### src/hw/rtl/sdspi_pkg.sv
// Package for the SD card SPI host: operation, config index and status codes,
// card kinds and shared word types. No dependencies.
package sdspi_pkg;

  localparam int unsigned BlockBytes    = 512;
  localparam int unsigned ResponsePolls = 10;
  localparam int unsigned QueueDepth    = 2;

  typedef enum logic [1:0] {
    OpInit = 2'd0, OpRead = 2'd1, OpByte = 2'd2, OpTick = 2'd3
  } op_e;

  localparam logic [1:0] CfgInitTimeout  = 2'd0;
  localparam logic [1:0] CfgReadyTimeout = 2'd1;
  localparam logic [1:0] CfgTokenTimeout = 2'd2;

  localparam logic [1:0] StatOk      = 2'd0;
  localparam logic [1:0] StatParam   = 2'd1;
  localparam logic [1:0] StatNotRdy  = 2'd2;
  localparam logic [1:0] StatError   = 2'd3;

  localparam logic [2:0] KindNone   = 3'd0;
  localparam logic [2:0] KindMmc    = 3'd1;
  localparam logic [2:0] KindSd1    = 3'd2;
  localparam logic [2:0] KindSd2    = 3'd3;
  localparam logic [2:0] KindSd2Blk = 3'd4;

  // Word handed from the front end to the back end.
  typedef struct packed {
    logic [1:0]  op;
    logic [31:0] sector;
    logic [15:0] count;
    logic [7:0]  miso;
  } item_t;

  // Result word.
  typedef struct packed {
    logic [7:0] mosi_byte;
    logic       mosi_valid;
    logic       cs_active;
    logic [7:0] data_byte;
    logic       data_valid;
    logic       data_last;
    logic       done;
    logic [1:0] status;
    logic [2:0] card_type;
    logic       not_ready;
    logic       fast_clock;
  } result_t;

endpackage

### src/hw/rtl/sd_card_spi_host.sv
// SD card SPI host top: input queue (front), protocol engine (back), result queue.
// The engine forms each result word combinationally and pushes it into the result queue.
// Throughput: one word per cycle while the result queue is not full.
// Reset: asynchronous, active low; queues empty, registers at defaults, no card.
// Depends on sdspi_pkg, sdspi_fifo, sdspi_engine.
module sd_card_spi_host #(
  parameter int unsigned ResponsePolls = sdspi_pkg::ResponsePolls
) (
  input  logic        clk_i,
  input  logic        rst_ni,
  input  logic        cfg_we_i,
  input  logic [1:0]  cfg_idx_i,
  input  logic [15:0] cfg_data_i,
  input  logic        push,
  output logic        full,
  input  logic [1:0]  operation_i,
  input  logic [31:0] sector_i,
  input  logic [15:0] count_i,
  input  logic [7:0]  miso_byte_i,
  output logic        empty,
  input  logic        pop,
  output logic [7:0]  mosi_byte_o,
  output logic        mosi_valid_o,
  output logic        cs_active_o,
  output logic [7:0]  data_byte_o,
  output logic        data_valid_o,
  output logic        data_last_o,
  output logic        request_done_o,
  output logic [1:0]  status_o,
  output logic [2:0]  card_type_o,
  output logic        not_ready_o,
  output logic        fast_clock_o
);
  import sdspi_pkg::*;

  item_t   in_w, q_w;
  result_t res_w, out_w;
  logic q_empty, take, res_full, res_push;

  assign in_w = '{op: operation_i, sector: sector_i, count: count_i, miso: miso_byte_i};

  // front queue
  sdspi_fifo #(.word_t(item_t), .Depth(QueueDepth)) u_in_q (
    .clk_i, .rst_ni, .push_i(push), .wdata_i(in_w), .full_o(full),
    .pop_i(take), .rdata_o(q_w), .empty_o(q_empty)
  );

  // protocol engine
  sdspi_engine #(.ResponsePolls(ResponsePolls)) u_engine (
    .clk_i, .rst_ni, .cfg_we_i, .cfg_idx_i, .cfg_data_i,
    .in_valid_i(!q_empty), .in_item_i(q_w), .in_take_o(take),
    .out_full_i(res_full), .out_push_o(res_push), .out_res_o(res_w)
  );

  // result queue
  sdspi_fifo #(.word_t(result_t), .Depth(QueueDepth)) u_out_q (
    .clk_i, .rst_ni, .push_i(res_push), .wdata_i(res_w), .full_o(res_full),
    .pop_i(pop), .rdata_o(out_w), .empty_o(empty)
  );

  assign mosi_byte_o          = out_w.mosi_byte;
  assign mosi_valid_o         = out_w.mosi_valid;
  assign cs_active_o          = out_w.cs_active;
  assign data_byte_o          = out_w.data_byte;
  assign data_valid_o         = out_w.data_valid;
  assign data_last_o          = out_w.data_last;
  assign request_done_o       = out_w.done;
  assign status_o             = out_w.status;
  assign card_type_o          = out_w.card_type;
  assign not_ready_o          = out_w.not_ready;
  assign fast_clock_o         = out_w.fast_clock;

  // idle byte is all ones whenever no exchange starts
  assert property (@(posedge clk_i) disable iff (!rst_ni)
    (!empty && !mosi_valid_o) |-> (mosi_byte_o == 8'hFF))
    else $error("mosi byte not idle");
  // status only reported with done
  assert property (@(posedge clk_i) disable iff (!rst_ni)
    (!empty && !request_done_o) |-> (status_o == StatOk))
    else $error("status without done");
  // last flag only with data
  assert property (@(posedge clk_i) disable iff (!rst_ni)
    (!empty && data_last_o) |-> data_valid_o)
    else $error("last without data");
endmodule

### src/hw/rtl/sdspi_fifo.sv
// Small register queue with push/pop and full/empty flags.
// Depends on nothing; the word type is a parameter.
module sdspi_fifo #(
  parameter type word_t = logic [7:0],
  parameter int unsigned Depth = 2
) (
  input  logic  clk_i,
  input  logic  rst_ni,
  input  logic  push_i,
  input  word_t wdata_i,
  output logic  full_o,
  input  logic  pop_i,
  output word_t rdata_o,
  output logic  empty_o
);
  localparam int unsigned AW = (Depth > 1) ? $clog2(Depth) : 1;
  localparam int unsigned CW = $clog2(Depth + 1);

  word_t mem_q [Depth];
  logic [AW-1:0] wr_q, rd_q;
  logic [CW-1:0] cnt_q;
  logic do_push, do_pop;

  assign full_o  = (cnt_q == CW'(Depth));
  assign empty_o = (cnt_q == '0);
  assign do_push = push_i && !full_o;
  assign do_pop  = pop_i && !empty_o;
  assign rdata_o = mem_q[rd_q];

  // pointers and fill count
  always_ff @(posedge clk_i or negedge rst_ni) begin
    if (!rst_ni) begin
      wr_q  <= '0;
      rd_q  <= '0;
      cnt_q <= '0;
    end else begin
      if (do_push) wr_q <= (wr_q == AW'(Depth - 1)) ? '0 : wr_q + 1'b1;
      if (do_pop)  rd_q <= (rd_q == AW'(Depth - 1)) ? '0 : rd_q + 1'b1;
      if (do_push && !do_pop) cnt_q <= cnt_q + 1'b1;
      else if (do_pop && !do_push) cnt_q <= cnt_q - 1'b1;
    end
  end

  // storage
  always_ff @(posedge clk_i) begin
    if (do_push) mem_q[wr_q] <= wdata_i;
  end
endmodule

### src/hw/rtl/sdspi_engine.sv
// Back end: the SD SPI protocol state machine, one word per cycle unless out_full_i.
// Depends on sdspi_pkg.
module sdspi_engine #(
  parameter int unsigned ResponsePolls = sdspi_pkg::ResponsePolls
) (
  input  logic             clk_i,
  input  logic             rst_ni,
  input  logic             cfg_we_i,
  input  logic [1:0]       cfg_idx_i,
  input  logic [15:0]      cfg_data_i,
  input  logic             in_valid_i,
  input  sdspi_pkg::item_t in_item_i,
  output logic             in_take_o,
  input  logic             out_full_i,
  output logic             out_push_o,
  output sdspi_pkg::result_t out_res_o
);
  import sdspi_pkg::*;

  typedef enum logic [3:0] {
    PIdle, PClocks, PR7, POcr, PInitEnd, PDesel, PSelDummy, PReady,
    PFrame, PSkip, PPoll, PFailDesel, PToken, PData, PCrc, PReadEnd
  } phase_e;

  typedef enum logic [3:0] {
    KNone, KCmd0, KCmd8, KV2Loop, KCmd58, KV1Probe, KV1Loop, KCmd16, KReadCmd, KStop
  } kont_e;

  localparam int unsigned PW = $clog2(ResponsePolls + 1);

  logic [15:0] init_to_q, ready_to_q, token_to_q;
  phase_e phase_q, phase_d;
  kont_e  kont_q, kont_d;
  logic [2:0]  kind_q, kind_d, trial_q, trial_d;
  logic        uninit_q, uninit_d, cs_q, cs_d, fast_q, fast_d, app_q, app_d;
  logic [5:0]  cidx_q, cidx_d;
  logic [31:0] carg_q, carg_d, ocr_q, ocr_d;
  logic [9:0]  bcnt_q, bcnt_d;
  logic [PW-1:0] poll_q, poll_d;
  logic [15:0] left_q, left_d, itmr_q, itmr_d, wtmr_q, wtmr_d;
  result_t r;

  logic [5:0]  cur_idx;
  logic [31:0] cur_arg;
  logic [7:0]  b;
  logic [31:0] ocr_next;
  logic        ok_blk;
  logic [15:0] left_dec;
  logic [7:0]  res;
  logic        do_resume;
  logic        poll_zero;

  assign in_take_o  = in_valid_i && !out_full_i;
  assign out_push_o = in_take_o;
  assign cur_idx    = app_q ? 6'd55 : cidx_q;
  assign cur_arg    = app_q ? 32'd0 : carg_q;
  assign b          = in_item_i.miso;
  assign ocr_next   = {ocr_q[23:0], b};

  function automatic logic [7:0] frame_byte(input logic [2:0] k, input logic [5:0] idx,
                                            input logic [31:0] arg);
    logic [7:0] v;
    unique case (k)
      3'd0: v = 8'h40 | {2'b00, idx};
      3'd1: v = arg[31:24];
      3'd2: v = arg[23:16];
      3'd3: v = arg[15:8];
      3'd4: v = arg[7:0];
      default: v = (idx == 6'd0) ? 8'h95 : ((idx == 6'd8) ? 8'h87 : 8'h01);
    endcase
    return v;
  endfunction

  // next-state logic, mirrors the event semantics
  always_comb begin
    phase_d = phase_q; kont_d = kont_q; kind_d = kind_q; trial_d = trial_q;
    uninit_d = uninit_q; cs_d = cs_q; fast_d = fast_q; app_d = app_q;
    cidx_d = cidx_q; carg_d = carg_q; ocr_d = ocr_q; bcnt_d = bcnt_q;
    poll_d = poll_q; left_d = left_q; itmr_d = itmr_q; wtmr_d = wtmr_q;
    r = '0; r.mosi_byte = 8'hFF;
    ok_blk = 1'b0; left_dec = left_q; res = 8'h00; do_resume = 1'b0;
    poll_zero = 1'b0;

    // Pass 1: event dispatch, may request a resume with response res.
    // Command issue and block end are written inline via small flags below.
    unique case (op_e'(in_item_i.op))
      OpTick: begin
        if (itmr_q != '0) itmr_d = itmr_q - 1'b1;
        if (wtmr_q != '0) wtmr_d = wtmr_q - 1'b1;
      end
      OpInit, OpRead: begin
        if (phase_q == PIdle) begin
          if (in_item_i.op == OpInit) begin
            fast_d = 1'b0; bcnt_d = '0; cs_d = 1'b0;
            r.mosi_valid = 1'b1; phase_d = PClocks;
          end else if (in_item_i.count == '0) begin
            r.done = 1'b1; r.status = StatParam;
          end else if (uninit_q) begin
            r.done = 1'b1; r.status = StatNotRdy;
          end else begin
            left_d = in_item_i.count;
            cidx_d = (in_item_i.count == 16'd1) ? 6'd17 : 6'd18;
            carg_d = (kind_q != KindSd2Blk) ? {in_item_i.sector[22:0], 9'd0}
                                            : in_item_i.sector;
            app_d = 1'b0; kont_d = KReadCmd;
            cs_d = 1'b0; r.mosi_valid = 1'b1; phase_d = PDesel;
          end
        end
      end
      default: begin
        unique case (phase_q)
          PIdle: ;
          PClocks: begin
            bcnt_d = bcnt_q + 1'b1;
            if (bcnt_d < 10'd11) r.mosi_valid = 1'b1;
            else begin
              cidx_d = 6'd0; carg_d = '0; app_d = 1'b0; kont_d = KCmd0;
              cs_d = 1'b0; r.mosi_valid = 1'b1; phase_d = PDesel;
            end
          end
          PR7, POcr: begin
            ocr_d = ocr_next;
            bcnt_d = bcnt_q + 1'b1;
            if (bcnt_d < 10'd4) r.mosi_valid = 1'b1;
            else if (phase_q == PR7) begin
              if (ocr_next[15:0] == 16'h01AA) begin
                if (itmr_q != '0) begin
                  cidx_d = 6'd41; carg_d = 32'h4000_0000; app_d = 1'b1; kont_d = KV2Loop;
                  cs_d = 1'b0; r.mosi_valid = 1'b1; phase_d = PDesel;
                end else begin
                  kind_d = KindNone; cs_d = 1'b0; r.mosi_valid = 1'b1; phase_d = PInitEnd;
                end
              end else begin
                kind_d = KindNone; cs_d = 1'b0; r.mosi_valid = 1'b1; phase_d = PInitEnd;
              end
            end else begin
              kind_d = ocr_next[30] ? KindSd2Blk : KindSd2;
              cs_d = 1'b0; r.mosi_valid = 1'b1; phase_d = PInitEnd;
            end
          end
          PInitEnd: begin
            if (kind_q != KindNone) begin
              fast_d = 1'b1; uninit_d = 1'b0; r.status = StatOk;
            end else begin
              uninit_d = 1'b1; r.status = StatError;
            end
            r.done = 1'b1; phase_d = PIdle;
          end
          PDesel: begin
            cs_d = 1'b1; r.mosi_valid = 1'b1; phase_d = PSelDummy;
          end
          PSelDummy: begin
            wtmr_d = ready_to_q; r.mosi_valid = 1'b1; phase_d = PReady;
          end
          PReady: begin
            if (b == 8'hFF) begin
              r.mosi_byte = frame_byte(3'd0, cur_idx, cur_arg); r.mosi_valid = 1'b1;
              bcnt_d = 10'd1; phase_d = PFrame;
            end else if (wtmr_q == '0) begin
              cs_d = 1'b0; r.mosi_valid = 1'b1; phase_d = PFailDesel;
            end else r.mosi_valid = 1'b1;
          end
          PFailDesel: begin
            res = 8'hFF; do_resume = 1'b1;
          end
          PFrame: begin
            r.mosi_valid = 1'b1;
            if (bcnt_q < 10'd6) begin
              r.mosi_byte = frame_byte(bcnt_q[2:0], cur_idx, cur_arg);
              bcnt_d = bcnt_q + 1'b1;
            end else if (cur_idx == 6'd12) phase_d = PSkip;
            else begin
              poll_d = PW'(ResponsePolls); phase_d = PPoll;
            end
          end
          PSkip: begin
            r.mosi_valid = 1'b1; poll_d = PW'(ResponsePolls); phase_d = PPoll;
          end
          PPoll: begin
            if (poll_q != '0) poll_d = poll_q - 1'b1;
            poll_zero = (poll_d == '0);
            if (b[7] && !poll_zero) r.mosi_valid = 1'b1;
            else begin
              res = b; do_resume = 1'b1;
            end
          end
          PToken: begin
            if (b == 8'hFF && wtmr_q != '0) r.mosi_valid = 1'b1;
            else if (b != 8'hFE) ok_blk = 1'b0;
            else begin
              bcnt_d = '0; r.mosi_valid = 1'b1; phase_d = PData;
            end
          end
          PData: begin
            r.data_byte = b; r.data_valid = 1'b1;
            bcnt_d = bcnt_q + 1'b1;
            if (bcnt_q == 10'(BlockBytes - 1)) begin
              r.data_last = 1'b1; bcnt_d = '0; phase_d = PCrc;
            end
            r.mosi_valid = 1'b1;
          end
          PCrc: begin
            bcnt_d = bcnt_q + 1'b1;
            if (bcnt_d < 10'd2) r.mosi_valid = 1'b1;
            else ok_blk = 1'b1;
          end
          PReadEnd: begin
            r.done = 1'b1;
            r.status = (left_q != '0) ? StatError : StatOk;
            phase_d = PIdle;
          end
          default: ;
        endcase
      end
    endcase

    // block end: after CRC, or a token failure
    if (in_item_i.op == OpByte &&
        ((phase_q == PCrc && ok_blk) ||
         (phase_q == PToken && !(b == 8'hFF && wtmr_q != '0) && b != 8'hFE))) begin
      left_dec = (ok_blk && left_q != '0) ? left_q - 1'b1 : left_q;
      left_d = left_dec;
      r.mosi_valid = 1'b1;
      if (cidx_q == 6'd17) begin
        cs_d = 1'b0; phase_d = PReadEnd;
      end else if (ok_blk && left_dec != '0) begin
        wtmr_d = token_to_q; phase_d = PToken;
      end else begin
        // CMD12 goes out without the busy wait
        cidx_d = 6'd12; carg_d = '0; app_d = 1'b0; kont_d = KStop;
        r.mosi_byte = 8'h4C; bcnt_d = 10'd1; phase_d = PFrame;
      end
    end

    // command completion
    if (do_resume) begin
      if (app_q && res <= 8'd1) begin
        app_d = 1'b0;
        // next command in the pair is never CMD12
        cs_d = 1'b0; r.mosi_valid = 1'b1; phase_d = PDesel;
      end else begin
        app_d = 1'b0;
        r.mosi_valid = 1'b1;
        cs_d = 1'b0; phase_d = PInitEnd; kind_d = KindNone;  // finish_init(0) default
        unique case (kont_q)
          KCmd0: if (res == 8'd1) begin
            itmr_d = init_to_q; kind_d = kind_q;
            cidx_d = 6'd8; carg_d = 32'h1AA; kont_d = KCmd8; phase_d = PDesel;
          end
          KCmd8: begin
            kind_d = kind_q;
            if (res == 8'd1) begin
              ocr_d = '0; bcnt_d = '0; cs_d = cs_q; phase_d = PR7;
            end else begin
              cidx_d = 6'd41; carg_d = '0; app_d = 1'b1; kont_d = KV1Probe;
              phase_d = PDesel;
            end
          end
          KV2Loop: if (itmr_q != '0) begin
            kind_d = kind_q; phase_d = PDesel;
            if (res != 8'd0) begin
              cidx_d = 6'd41; carg_d = 32'h4000_0000; app_d = 1'b1;
            end else begin
              cidx_d = 6'd58; carg_d = '0; kont_d = KCmd58;
            end
          end
          KCmd58: if (res == 8'd0) begin
            kind_d = kind_q; ocr_d = '0; bcnt_d = '0; cs_d = cs_q; phase_d = POcr;
          end
          KV1Probe, KV1Loop: begin
            if (kont_q == KV1Probe) trial_d = (res <= 8'd1) ? KindSd1 : KindMmc;
            if (itmr_q != '0 && (kont_q == KV1Probe || res != 8'd0)) begin
              kind_d = kind_q; phase_d = PDesel; kont_d = KV1Loop; carg_d = '0;
              if (((kont_q == KV1Probe) ? ((res <= 8'd1) ? KindSd1 : KindMmc)
                                        : trial_q) == KindSd1) begin
                cidx_d = 6'd41; app_d = 1'b1;
              end else cidx_d = 6'd1;
            end else if (itmr_q != '0) begin
              kind_d = kind_q; phase_d = PDesel;
              cidx_d = 6'd16; carg_d = 32'd512; kont_d = KCmd16;
            end
          end
          KCmd16: kind_d = (res == 8'd0) ? trial_q : KindNone;
          KReadCmd: begin
            kind_d = kind_q;
            if (res == 8'd0) begin
              wtmr_d = token_to_q; cs_d = cs_q; phase_d = PToken;
            end else phase_d = PReadEnd;
          end
          default: begin
            kind_d = kind_q; phase_d = PReadEnd;
          end
        endcase
      end
    end

    r.cs_active  = cs_d;
    r.card_type  = kind_d;
    r.not_ready  = uninit_d;
    r.fast_clock = fast_d;
  end

  assign out_res_o = r;

  // state registers
  always_ff @(posedge clk_i or negedge rst_ni) begin
    if (!rst_ni) begin
      init_to_q <= 16'd1000; ready_to_q <= 16'd500; token_to_q <= 16'd200;
      phase_q <= PIdle; kont_q <= KNone; kind_q <= KindNone; trial_q <= KindNone;
      uninit_q <= 1'b1; cs_q <= 1'b0; fast_q <= 1'b0; app_q <= 1'b0;
      cidx_q <= '0; carg_q <= '0; ocr_q <= '0; bcnt_q <= '0; poll_q <= '0;
      left_q <= '0; itmr_q <= '0; wtmr_q <= '0;
    end else begin
      if (cfg_we_i) begin
        unique case (cfg_idx_i)
          CfgInitTimeout:  init_to_q  <= cfg_data_i;
          CfgReadyTimeout: ready_to_q <= cfg_data_i;
          CfgTokenTimeout: token_to_q <= cfg_data_i;
          default: ;
        endcase
      end
      if (in_take_o) begin
        phase_q <= phase_d; kont_q <= kont_d; kind_q <= kind_d; trial_q <= trial_d;
        uninit_q <= uninit_d; cs_q <= cs_d; fast_q <= fast_d; app_q <= app_d;
        cidx_q <= cidx_d; carg_q <= carg_d; ocr_q <= ocr_d; bcnt_q <= bcnt_d;
        poll_q <= poll_d; left_q <= left_d; itmr_q <= itmr_d; wtmr_q <= wtmr_d;
      end
    end
  end
endmodule

### config.mk
export PLATFORM = sky130hd
export DESIGN_NAME = sd_card_spi_host
export DESIGN_NICKNAME = d
export VERILOG_FILES = /design/src/hw/rtl/sdspi_pkg.sv /design/src/hw/rtl/sd_card_spi_host.sv /design/src/hw/rtl/sdspi_fifo.sv /design/src/hw/rtl/sdspi_engine.sv
export SDC_FILE = /design/constraint.sdc
export NUM_CORES = 1
export LEC_CHECK = 0
export ABC_CLOCK_PERIOD_IN_PS = 3800
export BUFFER_PORTS_ARGS = -buffer_cell sky130_fd_sc_hd__buf_2
export CAP_MARGIN = 10
export CORE_MARGIN = 3
export CORE_UTILIZATION = 35
export CTS_CLUSTER_DIAMETER = 200
export DETAILED_ROUTE_END_ITERATION = 8
export PLACE_DENSITY = 0.64
export SLEW_MARGIN = 20
export SYNTH_ARGS = -nofsm -noshare
export SYNTH_HDL_FRONTEND = slang
export SYNTH_HIERARCHICAL = 1
export SYNTH_SLANG_ARGS = --single-unit
### constraint.sdc
create_clock -name clk_i -period 3.8 [get_ports clk_i]
set_input_delay 0.38 -clock clk_i [delete_from_list [all_inputs] [get_ports clk_i]]
set_output_delay 0.38 -clock clk_i [all_outputs]
set_load 0.02 [all_outputs]
==> results.md <==
* Outcome: complete, no violations
* Routability cong. at 0.966
* DR vias at 14.3k
* Core Util, Final at 43.0%
* Drt wl/cell at 19.9 um
* CTS Buf Count at 40
* Final slew viol count at 0
* Finish-stage setup viols at 0
* Hold Path Class: primary input to flop
* Final HPWL DP at 36.3 mm
* ANT cells at 0
* Fmax at 272 MHz
* Post-synthesis sequential area ratio at 54.2%
* Post-synthesis cell count at 1645
* Detail Route Antenna Nets at 0
* GRT overflow at 0
* Crit Path Category: flop to flop
* Total GRT Usage at 18.6%
* EDFF count, synth at 172
* Pwr dens at 767 nW/um2
* Crit-path max FO at 24
* DRT Pass-1 Iters at 6
* Min setup slack post-route at 0.127 ns
* Layout cells sized above 1 at 24.1%
* Synth Flop Type: edfxtp_1
* CP Launch Type: flop
* Initial antenna violation count at 0
* Min Tclk post-route at 3.67 ns
* Port bufs at 110
* Combinational family with the most area after synthesis: compound AO/OA/AOI/OAI gates
* CP peak stage delay at 0.49 ns
* Mux share of post-synthesis cell area at 10.6%
* Ys Warns at 6
* Clock skew at 0.0460 ns
* Mapped Area at 18100 um2
* Lkg Pwr at 8.44 nW
* Worst slew margin at 27.7%
* CP endpoint kind: flop
* Clk_lat worst skew at 0.58 ns
* Initial core utilization at 35.7%
* Endpoints failing hold at 0
* Die height at 233 um
* Clock-pin slew on the worst setup and hold paths at 0.06 ns
* # clock sinks at 356
* Total power at 16.7 mW
* Clock buffer depth at 3
* Final layout net count at 1944
* Compound-cell area share of the yosys netlist at 16.0%
* Drt drc at 0
* Clk root buf: clkbuf_16
* Crit-path cells: buf_12 > mux2_2 > nor4_1 > buf_4 > nand4_1 > o21ai_1 > a211o_1 > buf_4 > or4_1 > a21oi_1 > or4_1 > nor3_1 > a221o_1
* Final period util at 96.7%
* Area share of xor/xnor cells in the synthesized design at 0.872%
* H-tree depth at 2
* Post-synthesis adder-cell area fraction at 0.762%
* First-pass GRT wire length at 80.3 mm
* Worst path slowest cell: or4_1
* Largest net degree at the start of global routing at 110
* Simple-gate area share of the yosys netlist at 14.0%
* CTS tree: yes
* Vias in the first global route at 13.9k
* Worst slew pin tran at 1.07 ns
* DRT iter0 DRCs at 1602
* # IOs at 111
* Die Span X at 233 um
* Final wirelength at 51.0 mm
* Max cap viols at 0
* Worst EP required at 4.32 ns
* Maximum vdd drop at 0.000479 V
* Post-Syn Nets at 1737
* Unique masters post-synth at 83
* Die area at 54400 um2
* Area of the core at 50600 um2
* Async SR Flop Fraction at 51.7%
* Mean area per synthesized cell at 11.0 um2
* Std-Cell Rows at 82
* Synthesized flop and latch total at 356
* Vias per inst at 5.60
* Dpl ws at 0.0132 ns
* Worst Path Arrival at 4.19 ns
* Syn-to-layout area delta at 20.5%
sequential cells by signal, summed over array words and instances (netlist names), 16 cells and up:
| register | count |
|---|---|
| u_engine/carg_q | 32 |
| u_engine/init_to_q | 16 |
| u_engine/itmr_q | 16 |
| u_engine/left_q | 16 |
| u_engine/ready_to_q | 16 |
| u_engine/token_to_q | 16 |
| u_engine/wtmr_q | 16 |
| u_in_q/mem_q | 116 |
| u_out_q/mem_q | 56 |
per-stage QoR:
step / setup TNS [ns] / instance area, um2 / hold WS [ns] / instances
5_1_grt: -0.0117 / 21800 / 0.00271 / 2556
3_3_place_gp: -2.53 / 19800 / 0.467 / 2424
4_1_cts: 0 / 21700 / 0.00587 / 2554
3_5_place_dp: 0 / 19800 / 0.476 / 2424
6_report: 0 / 21800 / 0.0304 / 2556
2_1_floorplan: 0 / 18100 / 0.0844 / 1645
cells by family after synthesis:
kind of cell | after synthesis
AO/OA/AOI/OAI | 432
AND/OR/NAND/NOR | 512
XOR/XNOR | 18
adder cells (fa/ha/maj) | 11
multiplexers | 167
flip-flops | 356
buffers and inverters | 149
worst paths after layout:
path / start / endpoint / slack (ns) / depth (start not counted)
worst max register to register: u_in_q/rd_q / u_engine/cidx_q[0] / 0.13 / 13
min in group asynchronous: rst_ni / u_engine/carg_q[29] / 0.51 / 2
worst min register to register: u_out_q/rd_q / u_out_q/rd_q / 0.48 / 1
worst max-delay path: u_in_q/rd_q / u_engine/cidx_q[0] / 0.13 / 13
worst min-delay path: miso_byte_i[6] / u_in_q/mem_q[0][6] / 0.03 / 1
max in group asynchronous: rst_ni / u_engine/init_to_q[8] / 2.25 / 3
final cells by class:
cell class | count | area, um2
fill | 4693 | 28800
sequential | 356 | 9790
multi-input combinational | 1140 | 7720
timing repair buffer | 258 | 1860
clock buffer | 46 | 1040
tap | 672 | 841
clock inverter | 28 | 305
inverter | 56 | 210
metal layers:
metal,vias up,track usage [%],wire [um]
met5,-,0,0
met2,558,29.1,23200
li1,6617,-,-
met4,0,4.91,1320
met1,7053,26.7,22800
met3,94,3.46,3610
cell usage after synthesis (all sizes together) (28+ instances only):
master | count | area (um2)
a21oi | 111 | 556
a22o | 28 | 245
buf | 28 | 208
clkbuf | 65 | 244
dfrtp | 168 | 4200
edfxtp | 172 | 5160
inv | 55 | 206
mux2 | 135 | 1600
mux2i | 32 | 320
nand2 | 130 | 488
nand3 | 38 | 190
nor2 | 137 | 514
nor3 | 43 | 215
nor4 | 32 | 228
o21ai | 94 | 478
critical path: cells and delay by family (launching register included):
| kind | cells | cell delay, ns |
|---|---|---|
| AOI/OAI and AO/OA | 4 | 0.82 |
| buffers and inverters | 3 | 0.59 |
| DFF | 1 | 0.41 |
| muxes | 1 | 0.39 |
| and+or+nand+nor | 5 | 1.37 |
report_power, final:
part | switching (mW) | internal (mW)
Sequential | 0.733 | 5.29
Combinational | 4.16 | 2.58
Clock | 1.66 | 2.28
repair_timing:
item,4_1_cts,5_1_grt
resized for setup,0,13
setup buffers,0,2
hold endpoints to repair,185,0
endpoints found under the setup margin,0,90
hold buffers,56,0
layout by cell type, fill, tap and decap left out, types with 16 or more instances in the layout:
master / synthesis / routed
a21oi_1: 111 / 111
a22o_1: 28 / 28
a31oi_1: 20 / 20
and3_1: 18 / 17
buf_2: 10 / 109
buf_4: 6 / 88
clkbuf_16: 0 / 40
dfrtp_1: 168 / 167
dfstp_2: 16 / 16
dlygate4sd3_1: 0 / 56
edfxtp_1: 172 / 172
inv_1: 55 / 55
mux2_2: 115 / 115
mux2_4: 20 / 20
mux2i_1: 32 / 32
nand2_1: 130 / 130
nand2b_1: 21 / 20
nand3_1: 38 / 38
nor2_1: 137 / 134
nor3_1: 43 / 41
nor4_1: 29 / 27
o21ai_0: 90 / 89
o22ai_1: 20 / 20
o2bb2ai_1: 24 / 24
or3_1: 21 / 21
(Power assumes the default switching activity.)
